==> src/design/rsso_pkg.sv <==
// rsso_pkg: shared types and constants for the row sorted set operation block
// no dependencies
`default_nettype none
package rsso_pkg;
	localparam int ROW_MAX = 16;
	localparam int IDX_W = $clog2(ROW_MAX);
	localparam int CNT_W = $clog2(ROW_MAX + 1);
	localparam int FIFO_DEPTH = 2;
	localparam logic [39:0] TOTAL_MAX = 40'hFF_FFFF_FFFF;
	localparam logic [1:0] OP_A_MINUS_B = 2'd0;
	localparam logic [1:0] OP_B_MINUS_A = 2'd1;
	localparam logic [1:0] OP_INTERSECT = 2'd2;
	localparam logic [1:0] OP_UNION = 2'd3;
	localparam logic [1:0] CFG_SET_OP = 2'd0;
	localparam logic [1:0] CFG_FIRST_LEN = 2'd1;
	localparam logic [1:0] CFG_SECOND_LEN = 2'd2;
	localparam logic [1:0] CFG_GROUP_COUNT = 2'd3;

	typedef struct packed {
		logic [63:0] value;
		logic        second;
		logic        row_end;
	} beat_t;

	typedef struct packed {
		logic        kind;
		logic [31:0] group_index;
		logic [4:0]  position;
		logic [63:0] element;
		logic        last_in_group;
		logic [5:0]  max_set_size;
		logic [39:0] total_count;
	} result_t;

	function automatic logic [CNT_W-1:0] clamp_len(input logic [4:0] len);
		if (len == 5'd0) return CNT_W'(1);
		if (32'(len) > ROW_MAX) return CNT_W'(ROW_MAX);
		return CNT_W'(len);
	endfunction
endpackage
`default_nettype wire

==> src/design/rsso_fifo.sv <==
// rsso_fifo: short beat queue between front and back
// depends on rsso_pkg
`default_nettype none
module rsso_fifo (
	input  wire logic       clk,
	input  wire logic       arst_n,
	input  rsso_pkg::beat_t wr_data,
	input  wire logic       wr_en,
	output logic            wr_ready,
	output rsso_pkg::beat_t rd_data,
	output logic            rd_valid,
	input  wire logic       rd_en
);
	import rsso_pkg::*;
	localparam int PW = $clog2(FIFO_DEPTH);
	beat_t         mem_q [FIFO_DEPTH];
	logic [PW-1:0] wp_q, rp_q;
	logic [PW:0]   cnt_q;

	assign wr_ready = 32'(cnt_q) < FIFO_DEPTH;
	assign rd_valid = cnt_q != '0;
	assign rd_data = mem_q[rp_q];

	always_ff @(posedge clk) begin
		if (wr_en) mem_q[wp_q] <= wr_data;
	end

	always_ff @(posedge clk or negedge arst_n) begin
		if (!arst_n) begin
			wp_q <= '0;
			rp_q <= '0;
			cnt_q <= '0;
		end else begin
			if (wr_en) wp_q <= PW'(32'(wp_q) + 1 == FIFO_DEPTH ? 0 : 32'(wp_q) + 1);
			if (rd_en) rp_q <= PW'(32'(rp_q) + 1 == FIFO_DEPTH ? 0 : 32'(rp_q) + 1);
			cnt_q <= cnt_q + (PW+1)'(wr_en) - (PW+1)'(rd_en);
		end
	end
endmodule
`default_nettype wire

==> config.mk <==
export PLATFORM = sky130hd
export DESIGN_NAME = rsso_fifo
export DESIGN_NICKNAME = d
export VERILOG_FILES = /design/src/design/rsso_pkg.sv /design/src/design/rsso_fifo.sv
export SDC_FILE = /design/constraint.sdc
export NUM_CORES = 1
export LEC_CHECK = 0
export ABC_AREA = 1
export ABC_CLOCK_PERIOD_IN_PS = 4200
export BUFFER_PORTS_ARGS = -buffer_cell sky130_fd_sc_hd__buf_2
export CORE_MARGIN = 2
export CORE_UTILIZATION = 30
export CTS_CLUSTER_DIAMETER = 30
export DETAILED_ROUTE_END_ITERATION = 8
export PLACE_DENSITY_LB_ADDON = 0.1
export SLEW_MARGIN = 0
export SYNTH_ARGS = -nofsm -noshare
export SYNTH_HDL_FRONTEND = slang
export SYNTH_SLANG_ARGS = --single-unit
==> constraint.sdc <==
create_clock -name clk -period 4.2 [get_ports clk]
set_input_delay 0.21 -clock clk [delete_from_list [all_inputs] [get_ports clk]]
set_output_delay 0.21 -clock clk [all_outputs]
set_load 0.01 [all_outputs]
# --- Word-level counts from Yosys, hierarchy flattened ---
# Memories as Yosys holds them, arrays and structs flattened.
# Index checks and enable logic that the tools add are counted.
word_totals:
  reg_bits: 4
  ramBits: 132
  inputBits: 70
  output_inout_bits: 68
  wordCells: 16
  n_memories: 1
memory_table:
  columns: ["name", "words", "word_bits", "read_ports", "rd_ports_with_merged_regs", "wr", "line_no", "source"]
  rows:
  - ["mem_q", 2, 66, 1, 0, 1, "rsso_fifo.sv:16", "beat_t mem_q [FIFO_DEPTH];"]
op_classes:
  addsub: 4
  magnitude_cmp: 1
  eq_ne: 2
  mux: 4
  n_reduce_logical: 1
op_table:
  columns: ["op", "count"]
  rows:
  - ["$add A1 B1 Y2 const B", 2]
  - ["$eq A2 B2 Y1 const B", 2]
  - ["$mux W1", 4]
  - ["$add A2 B1 Y2", 1]
  - ["$lt A2 B2 Y1 const B", 1]
  - ["$reduce_bool A2 Y1", 1]
  - ["$sub A2 B1 Y2", 1]

# --- Longest topological paths before layout ---
logic_depth:
  depth_word: 3
  depth_mapped: 7
  mapped_depth_nobuf: 7

# --- Worst setup path after synthesis ---
# OpenSTA, ideal clock, no wires.
synth_timing:
  kind: "register -> register"
  startpoint: "reg wp_q"
  endpoint: "mem mem_q[0][0] in the netlist's numbering, enable pin"
  t_arrival_ns: 3.169
  required_time_ns: 3.708
  setup_slack_ns: 0.539
  path_stages_with_launch: 2
  path_buffers: 0
  cell_sequence: "dfrtp_1 nor2_1"
synth_lines:
  columns: ["item", "line_no", "source"]
  rows:
  - ["start, declared", "rsso_fifo.sv:17", "logic [PW-1:0] wp_q, rp_q;"]
  - ["start signal, assigned", "rsso_fifo.sv:34", "if (wr_en) wp_q <= PW'(32'(wp_q) + 1 == FIFO_DEPTH ? 0 : 32'(wp_q) + 1);"]
  - ["end, declared", "rsso_fifo.sv:16", null]
# No word-level cell before the write port.

==> flow_summary.toml <==
[yosys]
synthCells = 368
synth_edf_count = 132
yosysWarningCount = 0
synth_top_family_by_area = "buffers and inverters"
synth_area_leader_cell = "edfxtp_1"
synth_top_area_share_pct = 77.5
synth.yosys.seq_area_share_pct = 79.4
ys_ff_latch = 136
syn_area_um2 = 5120
syn_nets = 440
synthAdderAreaFrac_pct = 0.489
muxShareOfSynthArea_pct = 0
yosys.area_share.simple_pct = 5.53
synth.top_cells.by_count = "132 x edfxtp_1, 73 x inv_1, 73 x nand2_1"
synth.area.top_cells = "edfxtp_1 77%, o21ai_0 6.5%, inv_1 5.4%"
avgSynthCellArea_um2 = 13.9
yosysMostFrequentCell = "edfxtp_1"
synth_cell_types = 13
synth_compound_area_share_pct = 6.45
synthArstFlopShare_pct = 2.94
synth_xor_xnor_area_share_pct = 0.342
synth_ff_type = "edfxtp_1"

[die]
die_w_um = 135
core_um2 = 16600
die_h_um = 135
num_io_pins = 138
start_util_pct = 30.7
die_area_um2 = 18100
rows = 47

[setup_path]
end_kind = "output pin"
critPathLaunchType = "register"
crit_type = "register to output pin"
crit_required_ps = 3990
path_max_fanout = 103
r2r_cells = 2
cp_data_arrival_time_ps = 2260

[power]
p_per_area_nw_per_um2 = 606
power_leakage_nw = 3.05
peakVddDrop_v = 0.000263

[grt]
grt_pass1_wl_um = 16000
grt_max_degree = 104
overflow = 0
grt_usage_pct = 11.9
grt_pass1_vias = 3185
antenna_found_initial = 0

[sta]
fmax_ghz = 0.405
setup_viol = 0
slew_headroom_pct = 28.9
fin_tns_setup_ps = 0
rsz0062_at_grt = "no"
fin_skew_ps = 6.56
hold_ws_ps = 38.0
slew_viol_final = 0
worst_pin_slew_ps = 1060
period_needed_ps = 2470
finalHoldViolCount = 0
finalCritPeriodShare_pct = 58.8

[clock_tree]
cts_sinks = 136
clock-root-buffer = "clkbuf_16"
post_cts_resized = 0
clkLatencyLatePin_ps = 410
clk_pin_slew_ps = 50
ctsLongestPathBuffers = 2
cts_tree = "built"
h-tree-depth = 4
post_cts_buffers = 0
numCtsBuffers = 17

[route]
drt_iter0_markers = 146
routed_wl_um = 10100
vias = 3255
post-route-drc-count = 0
dr.pass1.iters = 4
ant_nets = 0
wl_per_cell_um = 12.5
via_per_inst = 4.01

[run]
maxCapViolCount = 0

[place]
portBuffers = 137
gp_congestion = 0.702
dp.final_hpwl_um = 6330
dp.cells = 715

[cells_and_area]
final_nets = 654
n_antenna_cell = 0
final_cells = 812
area_delta_synth_final_pct = 40.0
drive_gt1_share_pct = 28.0

[min_path]
hold_path_depth = 2
hold_path_class = "primary input to register"

[run_status]
outcome = "finished clean"
flip-flops by register name, summed over array words and instances (netlist names):
register and count:
cnt_q 2, mem_q 132, rp_q 1, wp_q 1
cells in the final DEF (no fill, tap or decap):
cell type / instances
nand2_1: 73
dlygate4sd3_1: 68
inv_1: 72
xor2_1: 2
dfrtp_1: 3
o21ai_0: 66
clkbuf_16: 17
nand3_1: 1
clkinv_2: 5
buf_12: 1
buf_4: 3
clkinv_1: 2
nor2_4: 1
edfxtp_1: 132
dfrtp_4: 1
buf_2: 137
inv_2: 1
ha_1: 2
clkbuf_1: 5
power breakdown:
group	internal, mW	switching [mW]
Sequential	1.81	0.189
Combinational	0.444	0.678
Clock	0.732	0.497
worst paths after layout:
check,endpoint,from,slack (ps)
max,rd_data[14],rp_q,1730
min,wp_q,wr_en,40
max reg2reg,mem_q[0][33],wp_q,2280
min reg2reg,wp_q,wp_q,550
max in group asynchronous,rp_q,arst_n,3930
min in group asynchronous,cnt_q[0],arst_n,130
per-layer routing:
metal / routed length [um] / GRT usage [%] / part of all wire [%] / vias to the layer above
li1: - / - / - / 1661
met1: 4350 / 13.7 / 43 / 1472
met2: 4790 / 19.0 / 47 / 107
met3: 812 / 5.41 / 8.0 / 15
met4: 182 / 5.44 / 1.8 / 0
met5: 0 / 0 / 0 / -
cell families (layout without fill, tap and decap cells):
family / count (synthesis) / in the layout
adder cells (fa/ha/maj): 2 / 2
AND/OR/NAND/NOR: 75 / 75
XOR/XNOR: 2 / 2
AO/OA/AOI/OAI: 66 / 66
buffers and inverters: 87 / 311
flip-flops: 136 / 136
timing repair:
item | CTS | global route
hold endpoints to repair | 137 | 0
endpoints found under the setup margin | 0 | 0
hold buffers | 68 | 0
critical path: stages (launching register included):
cell and delay [ps]:
dfrtp_4 1030, buf_4 420, nand2_1 80, o21ai_0 100, buf_2 170
cell type report:
class	count	area [um^2]
multi-input cells	145	663
well taps	220	275
clock inverters	7	32.5
repair buffers	209	1410
fillers	1572	9480
inverters	73	274
clock buffers	22	444
flip-flops and latches	136	4070
through the flow:
stage | cell area (um^2) | total power [mW] | setup slack [ps] | utilization [%]
final | 7170 | 4.35 | 1730 | 43.1
after global routing | 7170 | 4.66 | 1460 | 43.1
after CTS | 7170 | 4.45 | 1650 | 43.1
after detailed placement | 6010 | 3.15 | 2110 | 36.1
after global placement | 6010 | 3.13 | 2120 | 36.1
after floorplan | 5120 | 2.66 | 539 | -
Power figures use the tool's default switching activity.
