### config.mk
export PLATFORM = sky130hd
export DESIGN_NAME = rsso_front
export DESIGN_NICKNAME = d
export VERILOG_FILES = /design/src/design/rsso_pkg.sv /design/src/design/rsso_front.sv
export SDC_FILE = /design/constraint.sdc
export NUM_CORES = 1
export LEC_CHECK = 0
export ABC_AREA = 1
export BUFFER_PORTS_ARGS = -buffer_cell sky130_fd_sc_hd__buf_2
export CORE_MARGIN = 8
export CORE_UTILIZATION = 33
export CTS_BUF_LIST = sky130_fd_sc_hd__clkbuf_16
export DETAILED_ROUTE_END_ITERATION = 7
export HOLD_SLACK_MARGIN = 0.15
export PLACE_DENSITY = 0.95
export SLEW_MARGIN = 20
export SYNTH_ARGS = -nofsm -noshare
export SYNTH_HDL_FRONTEND = slang
export SYNTH_SLANG_ARGS = --single-unit
### constraint.sdc
create_clock -name clk -period 3 [get_ports clk]
set_input_delay 0.3 -clock clk [delete_from_list [all_inputs] [get_ports clk]]
set_output_delay 0.3 -clock clk [all_outputs]
set_load 0.02 [all_outputs]
### src/design/rsso_pkg.sv
// rsso_pkg: shared types and constants for the row sorted set operation block
// no dependencies
`default_nettype none
package rsso_pkg;
	localparam int ROW_MAX = 16;
	localparam int IDX_W = $clog2(ROW_MAX);
	localparam int CNT_W = $clog2(ROW_MAX + 1);
	localparam int FIFO_DEPTH = 2;
	localparam logic [39:0] TOTAL_MAX = 40'hFF_FFFF_FFFF;
	localparam logic [1:0] OP_A_MINUS_B = 2'd0;
	localparam logic [1:0] OP_B_MINUS_A = 2'd1;
	localparam logic [1:0] OP_INTERSECT = 2'd2;
	localparam logic [1:0] OP_UNION = 2'd3;
	localparam logic [1:0] CFG_SET_OP = 2'd0;
	localparam logic [1:0] CFG_FIRST_LEN = 2'd1;
	localparam logic [1:0] CFG_SECOND_LEN = 2'd2;
	localparam logic [1:0] CFG_GROUP_COUNT = 2'd3;

	typedef struct packed {
		logic [63:0] value;
		logic        second;
		logic        row_end;
	} beat_t;

	typedef struct packed {
		logic        kind;
		logic [31:0] group_index;
		logic [4:0]  position;
		logic [63:0] element;
		logic        last_in_group;
		logic [5:0]  max_set_size;
		logic [39:0] total_count;
	} result_t;

	function automatic logic [CNT_W-1:0] clamp_len(input logic [4:0] len);
		if (len == 5'd0) return CNT_W'(1);
		if (32'(len) > ROW_MAX) return CNT_W'(ROW_MAX);
		return CNT_W'(len);
	endfunction
endpackage
`default_nettype wire

### src/design/rsso_front.sv
// rsso_front: counts row beats, tags each value with its operand and row end
// depends on rsso_pkg
`default_nettype none
module rsso_front (
	input  wire logic           clk,
	input  wire logic           arst_n,
	input  wire logic           push,
	output logic                full,
	input  wire logic [63:0]    value,
	input  wire logic [4:0]     first_len,
	input  wire logic [4:0]     second_len,
	output rsso_pkg::beat_t     beat,
	output logic                beat_valid,
	input  wire logic           beat_ready
);
	import rsso_pkg::*;
	logic             second_q;
	logic [CNT_W-1:0] fill_q;
	logic [CNT_W-1:0] fill_next;
	logic             hit;

	assign full = !beat_ready;
	assign beat_valid = push && beat_ready;
	assign fill_next = fill_q + CNT_W'(1);
	assign hit = fill_next >= clamp_len(second_q ? second_len : first_len);
	assign beat.value = value;
	assign beat.second = second_q;
	assign beat.row_end = hit;

	always_ff @(posedge clk or negedge arst_n) begin
		if (!arst_n) begin
			second_q <= 1'b0;
			fill_q <= '0;
		end else if (beat_valid) begin
			if (hit) begin
				fill_q <= '0;
				second_q <= !second_q;
			end else begin
				fill_q <= fill_next;
			end
		end
	end
endmodule
`default_nettype wire

# Word level (Yosys, flattened, before mapping)
# Cells that the tools add are included.
[totals] word_cells=19 mem_count=0 input_bits=78 rom_bits=0 ram_bits=0 latch_bits=0 output_inout_bits=68 register_bits=6
[op_classes] add_sub_neg=1 reduce_logical=5 mul=0 bitwise=0 order_cmp=2 n_div=0 n_shift=0 eq_ne=0 mux=9
[op_table] operator="$mux W5" count=6
[op_table] operator="$add A5 B1 Y5 const B" count=1
[op_table] operator="$ge A5 B5 Y1" count=1
[op_table] operator="$gt A5 B5 Y1 const B" count=1
[op_table] operator="$logic_not A5 Y1" count=1
[op_table] operator="$mux W1" count=3
[op_table] operator="$logic_not A1 Y1" count=2
[op_table] operator="$reduce_and A2 Y1" count=1
[op_table] operator="$logic_and A1 B1 Y1" count=1

# Logic depth before layout (Yosys ltp)
# Gate-level depths: netlist of run 1.
[depth] ltp_word=8 depth_mapped=16 depth_no_buf=15

# Worst setup path before layout of run 1
# OpenSTA, ideal clock, no wires.
[synth_path] path_kind="reg2out" startpoint="reg second_q" endpoint="out beat[0] (netlist name)" required_ps=2700 arrival_ps=1792 path_stages_with_launch=13 path_slack_ps=908 path_buffers=2 path_cell_list="dfrtp_1 > buf_6 > inv_4 > or2_1 > o21ai_2 > inv_2 > or2_1 > ha_1 > nand2_1 > nor2_1 > nand2_1 > nand3_1 > buf_4"
[synth_via] elab_chain_cells=7 word_cells_on_any_way=10 cone_classes="2 x order compare; 7 x mux; 1 x reduce/logical"
[synth_rtl] item="from (decl)" line="rsso_front.sv:17" text="logic second_q;"
[synth_rtl] item="from (signal assigned)" line="rsso_front.sv:37" text="second_q <= !second_q;"
[synth_rtl] item="$mux W5 *" line="rsso_front.sv:25" text="assign hit = fill_next >= clamp_len(second_q ? second_len : first_len);"
[synth_rtl] item="$gt A5 B5 Y1" line="rsso_pkg.sv:37" text="if (32'(len) > ROW_MAX) return CNT_W'(ROW_MAX);"
[synth_rtl] item="$mux W1 (2 in series)" line="rsso_pkg.sv:37"
[synth_rtl] item="$mux W5" line="rsso_pkg.sv:38" text="return CNT_W'(len);"
[synth_rtl] item="$mux W5 *" line="rsso_pkg.sv:37"
[synth_rtl] item="$ge A5 B5 Y1 *" line="rsso_front.sv:25"
[synth_rtl] item="to (decl)" line="rsso_front.sv:12" text="output rsso_pkg::beat_t beat,"
# Every way passes the cells marked *; elsewhere a longest branch is shown, timed or not. The select of a mux whose other input is x is not followed.

==> results.sh, run 1 <==
export IMPL_antenna_left=0
export IMPL_crit_start_category="flop"
export IMPL_cts_repair_resize_count=0
export IMPL_grt_pass1_vias=667
export IMPL_hold_viol=0
export IMPL_final_layout_size_suffix_gt1_share_pct=22.9
export IMPL_clk_root_buf="sky130_fd_sc_hd__clkbuf_16"
export IMPL_cts_tree="built"
export IMPL_synth_fp_nets=235
export IMPL_half_perimeter_wire_length_after_placement_mm=1.46
export IMPL_cp_cell_sequence="inv_4 -> or2_1 -> o21ai_2 -> inv_2 -> or2_1 -> ha_1 -> nand2_1 -> nor2_1 -> nand2_1 -> nand3_1 -> buf_2"
export IMPL_critPathRequiredTime_ps=2700
export IMPL_die_y_um=72.3
export IMPL_timing_final_crit_share_pct=87.4
export IMPL_number_of_design_rule_violations_left_after_detail_routing=0
export IMPL_wl_per_cell_um=12.0
export IMPL_worst_pin_slew_ps=347
export IMPL_clock_tree_buffer_depth=2
export IMPL_core_rowCount=20
export IMPL_period_needed_ps=2620
export IMPL_io_buffer_count=17
export IMPL_wire_length_of_the_first_global_routing_pass_mm=3.02
export IMPL_clk_pin_slew_worst_paths_ps=30
export IMPL_max_slew_margin_rel_pct=76.9
export IMPL_synth_seq_cells=6
export IMPL_grt_max_degree=11
export IMPL_longest_individual_stage_delay_on_the_worst_path_ps=540
export IMPL_netlist_cell_type_count=18
export IMPL_antenna_violations_before_repair=0
export IMPL_cts_htree_levels=1
export IMPL_worstPathArrival_ps=2320
export IMPL_synth_warnings=0
export IMPL_grt_overflow_total=0
export IMPL_crit_path_end_kind="output pin"
export IMPL_critical_path_class="reg2out"
export IMPL_dieWidth_um=72.3
export IMPL_groute_layer_met2_usage_pct=9.83
export IMPL_timing_setup_tns_ps=0
export IMPL_globalRouteMet1Util_pct=6.90
export IMPL_avg_cell_area_syn_sq_um=6.92
export IMPL_track_usage_pct=7.37
export IMPL_drv_slew=0
export IMPL_diodes=0
export IMPL_gp_congestion=0.843
export IMPL_setup_repair_after_global_routing_missed_its_margin="no"
export IMPL_cts_made_buffers=3
export IMPL_path_max_fanout=10
export IMPL_grt_busiest_layer="met2"
export IMPL_worst_ir_drop_vdd_v=0.000205
export IMPL_clock_latency_ps=220
export IMPL_vias_per_cell=4.26
export IMPL_drt_wl_total_mm=1.79
export IMPL_num_vias=635
export IMPL_ioPinCount=146
export IMPL_fin_skew_ps=1.61
export IMPL_met3_usage_pct=4.82
export IMPL_holdBufCountCts=1
export IMPL_min_path_type="in2async"
export IMPL_drt_first_iter_violations=20
export IMPL_peak_freq_ghz=0.381
export IMPL_mappedNetlistArea_sq_um=1040
export IMPL_area_growth_syn_to_layout_pct=-26.9
export IMPL_leakage_nw=0.427
export IMPL_finalSetupViolCount=0
export IMPL_timing_max_cap_violations=0
export IMPL_critical_path_slowest_cell="sky130_fd_sc_hd__dfrtp_1"
export IMPL_detailedRoute_firstPassIterationCount=4
export IMPL_syn_inst=151
export IMPL_timing_hold_ws_ps=441
export IMPL_postCtsSetupBuffers=0
export IMPL_synth_seq_area_share_pct=14.4
export IMPL_layout_nets=191
export IMPL_run_status="complete, no violations"
export IMPL_design_core_area_sq_um=3030
export IMPL_die_area_sq_um=5220
export IMPL_starting_density_pct=34.5
export IMPL_cellPowerDensity_nw_per_um2=1000
export IMPL_tritoncts_num_sinks=6
## metrics by stage
step                      area (sq um)  worst slack [ps]  power, W  util, %  std cells
after detailed placement           678               657  0.000547     22.4        145
after global routing               763               158  0.000853     25.2        149
after global placement             678               734  0.000533     22.4        145
after floorplan                   1040               908  0.000616        -        151
after CTS                          763               411  0.000768     25.2        149
final                              763               378  0.000764     25.2        149
## placed cells by master (no fill, tap or decap)
cell type	count
sky130_fd_sc_hd__nand2_1	35
sky130_fd_sc_hd__or2_1	2
sky130_fd_sc_hd__ha_1	6
sky130_fd_sc_hd__o21ai_1	3
sky130_fd_sc_hd__clkbuf_16	3
sky130_fd_sc_hd__nand4_1	2
sky130_fd_sc_hd__inv_2	1
sky130_fd_sc_hd__o21ai_0	4
sky130_fd_sc_hd__inv_1	12
sky130_fd_sc_hd__nand3_1	5
sky130_fd_sc_hd__buf_2	17
sky130_fd_sc_hd__dfrtp_1	6
sky130_fd_sc_hd__xnor2_1	1
sky130_fd_sc_hd__dlygate4sd3_1	1
sky130_fd_sc_hd__a21oi_1	2
sky130_fd_sc_hd__or2_2	1
sky130_fd_sc_hd__nor2_1	2
sky130_fd_sc_hd__o21ai_2	1
sky130_fd_sc_hd__inv_4	1
## state kept, by name, summed over array words and instances (netlist names)
| register | flops |
|---|---|
| fill_q | 5 |
| second_q | 1 |
## path summary, 6_finish.rpt
| path | from | to | slack (ps) | depth (start not counted) |
|---|---|---|---|---|
| max in group asynchronous | arst_n | second_q | 2410 | 2 |
| worst min register to register | fill_q[4] | fill_q[4] | 530 | 2 |
| worst max register to register | second_q | second_q | 810 | 13 |
| worst max-delay path | second_q | beat[0] | 380 | 11 |
| min in group clk | push | fill_q[3] | 470 | 4 |
| worst min-delay path | arst_n | fill_q[4] | 440 | 2 |
## critical path, delay by kind of cell (launching register included)
kind / cells / cell delay, ps
AND/OR/NAND/NOR: 6 / 870
adder cells (fa/ha/maj): 1 / 280
flip-flops: 1 / 540
buffers and inverters: 3 / 340
AO/OA/AOI/OAI: 1 / 80
## Yosys cell counts
cell / count / share of area (%)
sky130_fd_sc_hd__or2_1: 2 / 1.2
sky130_fd_sc_hd__nand4_1: 2 / 1.2
sky130_fd_sc_hd__nor2_1: 2 / 0.72
sky130_fd_sc_hd__inv_4: 1 / 0.60
sky130_fd_sc_hd__or2_2: 1 / 0.60
sky130_fd_sc_hd__o21ai_2: 1 / 0.84
sky130_fd_sc_hd__inv_1: 12 / 4.3
sky130_fd_sc_hd__o21ai_0: 4 / 1.9
sky130_fd_sc_hd__a21oi_1: 2 / 0.96
sky130_fd_sc_hd__inv_2: 1 / 0.36
sky130_fd_sc_hd__dfrtp_1: 6 / 14
sky130_fd_sc_hd__ha_1: 6 / 7.2
sky130_fd_sc_hd__xnor2_1: 1 / 0.84
sky130_fd_sc_hd__buf_4: 66 / 47
sky130_fd_sc_hd__o21ai_1: 3 / 1.4
sky130_fd_sc_hd__nand3_1: 5 / 2.4
sky130_fd_sc_hd__nand2_1: 35 / 13
sky130_fd_sc_hd__buf_6: 1 / 1.1
## metal layers
metal  part of all wire, %  vias up
met3                    14       28
met2                    40       30
met4                   9.2        0
met5                     0        -
met1                    36      269
li1                      -      308
## cell type report
type,instances,area [sq um]
inverters,14,55.1
fillers,332,2260
clock buffers,3,75.1
repair buffers,18,95.1
flip-flops and latches,6,150
well taps,44,55.1
multi-input cells,64,333
## kinds of logic (layout without fill, tap and decap cells)
group	after synthesis	after routing	synth area share, %
AO/OA/AOI/OAI	10	10	5.15
XOR/XNOR	1	1	0.838
AND/OR/NAND/NOR	47	47	18.7
buffers and inverters	81	35	53.8
adder cells (fa/ha/maj)	6	6	7.19
flip-flops	6	6	14.4
## report_power, final
| group | switching, W | internal (W) |
|---|---|---|
| sequential | 0.0000572 | 0.000112 |
| clock | 0.0000396 | 0.000171 |
| combinational | 0.000241 | 0.000143 |
No activity file was read; power rests on OpenSTA's default activity.
==> inputs of run 2 (changes only) <==
--- a/config.mk
+++ b/config.mk
@@ -6,7 +6,7 @@
 export NUM_CORES = 1
 export LEC_CHECK = 0
 export ABC_AREA = 1
-export BUFFER_PORTS_ARGS = -buffer_cell sky130_fd_sc_hd__buf_2
+export BUFFER_PORTS_ARGS = -buffer_cell sky130_fd_sc_hd__clkbuf_2
 export CORE_MARGIN = 8
 export CORE_UTILIZATION = 33
 export CTS_BUF_LIST = sky130_fd_sc_hd__clkbuf_16
==> run 2 against run 1 <==
Global-route usage fell by 0.14 points. Design area did not move. Routed wire length rose by 0.39%. Largest cell class unchanged. Sequential share of layout area did not move. First-iteration DRC count fell by 40%. Critical path depth did not move. Combinational power barely moved. Non-clock buffer count did not move.
==> results.sh, run 2 (same netlist as run 1, synthesis figures left out) <==
export IMPL_half_perimeter_wire_length_after_placement_mm=1.54
export IMPL_design_core_area_sq_um=3030
export IMPL_cts_htree_levels=1
export IMPL_wl_met3_um=262
export IMPL_cellPowerDensity_nw_per_um2=996
export IMPL_grt_max_degree=11
export IMPL_max_slew_margin_rel_pct=77.6
export IMPL_reg2reg_depth=13
export IMPL_critPathTopFamily="simple AND/OR/NAND/NOR gates"
export IMPL_timing_setup_tns_ps=0
export IMPL_area_growth_syn_to_layout_pct=-26.9
export IMPL_timing_critical_path_to="beat[0]"
export IMPL_vias_per_cell=4.30
export IMPL_final_cells=149
export IMPL_num_vias=641
export IMPL_routedLengthMet1_um=638
export IMPL_fin_skew_ps=0.799
export IMPL_peak_freq_ghz=0.386
export IMPL_grt_pass1_vias=668
export IMPL_timing_max_cap_violations=0
export IMPL_antenna_left=0
export IMPL_drt_first_iter_violations=12
export IMPL_wl_per_cell_um=12.0
export IMPL_track_usage_pct=7.23
export IMPL_critPathRequiredTime_ps=2700
export IMPL_path_depth=11
export IMPL_crit_start_category="flop"
export IMPL_timing_hold_ws_ps=447
export IMPL_clock_tree_buffer_depth=2
export IMPL_layout_nets=191
export IMPL_clk_pin_slew_worst_paths_ps=30
export IMPL_grt_overflow_total=0
export IMPL_clock_latency_ps=220
export IMPL_reg2reg_setup_slack_ps=850
export IMPL_most_common_cell_after_layout_fill_and_taps_aside="sky130_fd_sc_hd__nand2_1"
export IMPL_top_register="fill_q"
export IMPL_diodes=0
export IMPL_largest_registers="fill_q x5, second_q x1"
export IMPL_io_buffer_count=17
export IMPL_postCtsSetupBuffers=0
export IMPL_dieWidth_um=72.3
export IMPL_die_y_um=72.3
export IMPL_reg_to_reg_start="second_q"
export IMPL_path_max_fanout=10
export IMPL_route_top_layer_used="met4"
export IMPL_die_area_sq_um=5220
export IMPL_setup_repair_after_global_routing_missed_its_margin="no"
export IMPL_mostFrequentLayoutCells="sky130_fd_sc_hd__nand2_1 (35), sky130_fd_sc_hd__clkbuf_2 (17), sky130_fd_sc_hd__inv_1 (12)"
export IMPL_clk_root_buf="sky130_fd_sc_hd__clkbuf_16"
export IMPL_critical_path_slowest_cell="sky130_fd_sc_hd__dfrtp_1"
export IMPL_tritoncts_num_sinks=6
export IMPL_finalSetupViolCount=0
export IMPL_cts_repair_resize_count=0
export IMPL_reg2reg_to="second_q"
export IMPL_run_status="complete, no violations"
export IMPL_place_inst=145
export IMPL_drv_slew=0
export IMPL_critical_path_class="reg2out"
export IMPL_leakage_nw=0.429
export IMPL_number_of_design_rule_violations_left_after_detail_routing=0
export IMPL_longest_individual_stage_delay_on_the_worst_path_ps=530
export IMPL_antenna_violations_before_repair=0
export IMPL_crit_path_end_kind="output pin"
export IMPL_final_layout_size_suffix_gt1_share_pct=22.9
export IMPL_critical_path_buf_inv_count=3
export IMPL_cts_made_buffers=3
export IMPL_wire_length_of_the_first_global_routing_pass_mm=3.02
export IMPL_timing_final_crit_share_pct=86.4
export IMPL_worst_pin_slew_ps=337
export IMPL_gp_congestion=0.842
export IMPL_largest_register_ff_count=5
export IMPL_period_needed_ps=2590
export IMPL_drt_wl_total_mm=1.79
export IMPL_hold_viol=0
export IMPL_worst_ir_drop_vdd_v=0.000143
export IMPL_final_util_pct=25.2
export IMPL_worstPathArrival_ps=2290
export IMPL_detailedRoute_firstPassIterationCount=4
export IMPL_core_rowCount=20
export IMPL_cp_cell_sequence="inv_4 -> or2_1 -> o21ai_2 -> inv_2 -> or2_1 -> ha_1 -> nand2_1 -> nor2_1 -> nand2_1 -> nand3_1 -> clkbuf_2"
export IMPL_cts_tree="built"
export IMPL_critPathLaunch="second_q"
export IMPL_wl_met2_um=739
export IMPL_min_path_type="in2async"
export IMPL_ioPinCount=146
export IMPL_starting_density_pct=34.5
[run 2: through the flow]
stage / total power (W) / instance area (sq um) / worst slack, ps
floorplan: 0.000616 / 1040 / 908
global placement: 0.000533 / 678 / 726
detailed placement: 0.000552 / 678 / 639
CTS: 0.000766 / 763 / 403
global route: 0.000845 / 763 / 153
finish: 0.000760 / 763 / 409
[run 2: worst register-to-register path, stage by stage (launching register included)]
cell and delay [ps]:
sky130_fd_sc_hd__dfrtp_1 530, sky130_fd_sc_hd__inv_4 60, sky130_fd_sc_hd__or2_1 220, sky130_fd_sc_hd__o21ai_2 80, sky130_fd_sc_hd__inv_2 60, sky130_fd_sc_hd__or2_1 220, sky130_fd_sc_hd__ha_1 280, sky130_fd_sc_hd__nand2_1 50
sky130_fd_sc_hd__nor2_1 70, sky130_fd_sc_hd__nand2_1 50, sky130_fd_sc_hd__nand3_1 220, sky130_fd_sc_hd__nand2_1 80, sky130_fd_sc_hd__nand2_1 60, sky130_fd_sc_hd__nand2_1 50
[run 2: timing repair]
| action | CTS | global route |
|---|---|---|
| setup endpoints to repair | 0 | 0 |
| hold buffers | 1 | 0 |
| hold endpoints to repair | 6 | 0 |
[run 2: how the worst min path moves through the flow]
stage | cells past startpoint | end | from | slack (ps)
floorplan | 0 | fill_q[0] | arst_n | 4
global placement | 1 | fill_q[4] | arst_n | 130
detailed placement | 1 | fill_q[4] | arst_n | 130
CTS | 2 | fill_q[4] | arst_n | 450
global route | 2 | fill_q[3] | arst_n | 470
finish | 2 | fill_q[3] | arst_n | 450
[run 2: final cells by class]
type | count | area (sq um)
fill | 334 | 2260
clock buffer | 3 | 75.1
inverter | 14 | 55.1
timing repair buffer | 18 | 95.1
tap | 44 | 55.1
multi-input combinational | 64 | 333
sequential | 6 | 150
[run 2: power by group]
part           switching [W]  internal (W)
combinational       0.000241      0.000142
sequential         0.0000546      0.000112
clock              0.0000393      0.000171
total               0.000335      0.000425
[run 2: layer usage]
metal	vias to the layer above	global-route usage [%]
met5	-	0
met4	0	8.84
met1	274	6.36
met2	34	10.2
met3	26	4.55
li1	307	-
==> inputs of run 3 (changes only) <==
==> constraint.sdc (replaced) <==
create_clock -name clk -period 3.25 [get_ports clk]
set_input_delay 0.325 -clock clk [delete_from_list [all_inputs] [get_ports clk]]
set_output_delay 0.325 -clock clk [all_outputs]
set_load 0.02 [all_outputs]
==> run 3 against run 2 <==
Total power down 7.5%. Combinational power down 7.3%. Worst hold slack better by 23 ps. Die area unchanged. Clock power down 8%. Critical path depth unchanged. Sequential share of layout area unchanged. Core utilization unchanged. Register-to-register slack better by 230 ps. Clock skew up 0.59 ps. Critical path type unchanged. Critical endpoint unchanged.
==> results.sh, run 3 (same netlist as run 1, synthesis figures left out) <==
export IMPL_grt_overflow_total=0
export IMPL_most_common_cell_after_layout_fill_and_taps_aside="sky130_fd_sc_hd__nand2_1"
export IMPL_final_util_pct=25.2
export IMPL_number_of_design_rule_violations_left_after_detail_routing=0
export IMPL_design_core_area_sq_um=3030
export IMPL_cts_tree="built"
export IMPL_track_usage_pct=7.20
export IMPL_worst_ir_drop_vdd_v=0.000132
export IMPL_die_area_sq_um=5220
export IMPL_wl_per_cell_um=12.0
export IMPL_grt_max_degree=11
export IMPL_wire_length_of_the_first_global_routing_pass_mm=2.94
export IMPL_period_needed_ps=2630
export IMPL_fin_skew_ps=1.39
export IMPL_largest_registers="fill_q x5, second_q x1"
export IMPL_critical_path_slowest_cell="sky130_fd_sc_hd__dfrtp_1"
export IMPL_run_status="complete, no violations"
export IMPL_antenna_violations_before_repair=0
export IMPL_crit_start_category="flop"
export IMPL_crit_path_end_kind="output pin"
export IMPL_place_inst=145
export IMPL_drt_first_iter_violations=16
export IMPL_layout_nets=191
export IMPL_mostFrequentLayoutCells="sky130_fd_sc_hd__nand2_1 (35), sky130_fd_sc_hd__clkbuf_2 (17), sky130_fd_sc_hd__inv_1 (12)"
export IMPL_final_layout_size_suffix_gt1_share_pct=22.9
export IMPL_final_cells=149
export IMPL_clk_root_buf="sky130_fd_sc_hd__clkbuf_16"
export IMPL_area_growth_syn_to_layout_pct=-26.9
export IMPL_post_route_cell_area_sq_um=763
export IMPL_critPathTopFamily="simple AND/OR/NAND/NOR gates"
export IMPL_max_slew_margin_rel_pct=77.1
export IMPL_gp_congestion=0.843
export IMPL_dieWidth_um=72.3
export IMPL_vias_per_cell=4.37
export IMPL_tritoncts_num_sinks=6
export IMPL_longest_individual_stage_delay_on_the_worst_path_ps=530
export IMPL_worstPathArrival_ps=2310
export IMPL_die_y_um=72.3
export IMPL_detailedRoute_firstPassIterationCount=4
export IMPL_placement_cell_area_sq_um=678
export IMPL_grt_pass1_vias=645
export IMPL_clock_tree_buffer_depth=2
export IMPL_setup_repair_after_global_routing_missed_its_margin="no"
export IMPL_worst_pin_slew_ps=343
export IMPL_io_buffer_count=17
export IMPL_cellPowerDensity_nw_per_um2=921
export IMPL_hold_viol=0
export IMPL_clk_pin_slew_worst_paths_ps=30
export IMPL_cp_cell_sequence="inv_4 -> or2_1 -> o21ai_2 -> inv_2 -> or2_1 -> ha_1 -> nand2_1 -> nor2_1 -> nand2_1 -> nand3_1 -> clkbuf_2"
export IMPL_antenna_left=0
export IMPL_min_path_type="in2async"
export IMPL_path_max_fanout=10
export IMPL_top_register="fill_q"
export IMPL_core_rowCount=20
export IMPL_num_vias=651
export IMPL_timing_max_cap_violations=0
export IMPL_reg_to_reg_start="second_q"
export IMPL_starting_density_pct=34.5
export IMPL_leakage_nw=0.429
export IMPL_critPathRequiredTime_ps=2920
export IMPL_diodes=0
export IMPL_timing_final_crit_share_pct=81.1
export IMPL_critPathLaunch="second_q"
export IMPL_half_perimeter_wire_length_after_placement_mm=1.53
export IMPL_ioPinCount=146
export IMPL_critical_path_buf_inv_count=3
export IMPL_postCtsSetupBuffers=0
export IMPL_drv_slew=0
export IMPL_drt_wl_total_mm=1.79
export IMPL_timing_setup_tns_ps=0
export IMPL_cts_made_buffers=3
export IMPL_largest_register_ff_count=5
export IMPL_peak_freq_ghz=0.380
export IMPL_critical_path_class="reg2out"
export IMPL_cts_htree_levels=1
export IMPL_clock_latency_ps=220
export IMPL_finalSetupViolCount=0
-- run 3: where the power goes --
| part | internal [W] | leakage, nW | switching [W] |
|---|---|---|---|
| registers | 0.000104 | 0.0787 | 0.0000505 |
| clock network | 0.000157 | 0.0370 | 0.0000356 |
| logic | 0.000132 | 0.313 | 0.000224 |
-- run 3: layout make-up --
type / count / area, sq um
fill: 328 / 2260
multi-input combinational: 64 / 333
sequential: 6 / 150
timing repair buffer: 18 / 95.1
clock buffer: 3 / 75.1
inverter: 14 / 55.1
tap: 44 / 55.1
-- run 3: worst reg2reg max path, cell delays in order, from the launching register on --
cell	delay, ps
sky130_fd_sc_hd__dfrtp_1	530
sky130_fd_sc_hd__inv_4	60
sky130_fd_sc_hd__or2_1	220
sky130_fd_sc_hd__o21ai_2	90
sky130_fd_sc_hd__inv_2	70
sky130_fd_sc_hd__or2_1	210
sky130_fd_sc_hd__ha_1	270
sky130_fd_sc_hd__nand2_1	70
sky130_fd_sc_hd__nor2_1	30
sky130_fd_sc_hd__nand2_1	50
sky130_fd_sc_hd__nand3_1	230
sky130_fd_sc_hd__o21ai_0	260
-- run 3: path summary, 6_finish.rpt --
path                             endpoint  slack, ps  cells after the start
worst max-delay path              beat[0]        620                     11
worst min-delay path            fill_q[3]        470                      2
worst max register to register  fill_q[0]       1080                     11
worst min register to register  fill_q[4]        560                      2
max in group asynchronous        second_q       2630                      2
min in group clk                fill_q[3]        500                      4
-- run 3: per-stage QoR --
| step | hold WS [ps] | power (W) | setup WS (ps) |
|---|---|---|---|
| floorplan | 29.4 | 0.000569 | 1130 |
| global placement | 156 | 0.000492 | 950 |
| detailed placement | 156 | 0.000507 | 862 |
| CTS | 481 | 0.000706 | 628 |
| global route | 496 | 0.000777 | 395 |
| finish | 470 | 0.000703 | 615 |
-- run 3: per-layer routing --
| layer | wire, um | vias to the layer above | track usage, % |
|---|---|---|---|
| li1 | - | 308 | - |
| met1 | 584 | 279 | 5.88 |
| met2 | 755 | 38 | 10.6 |
| met3 | 293 | 26 | 4.96 |
| met4 | 153 | 0 | 8.39 |
| met5 | 0 | - | 0 |
-- run 3: timing repair --
action	in CTS	in global routing
hold buffers	1	0
resized for setup	0	0
endpoints found under the hold margin	6	0
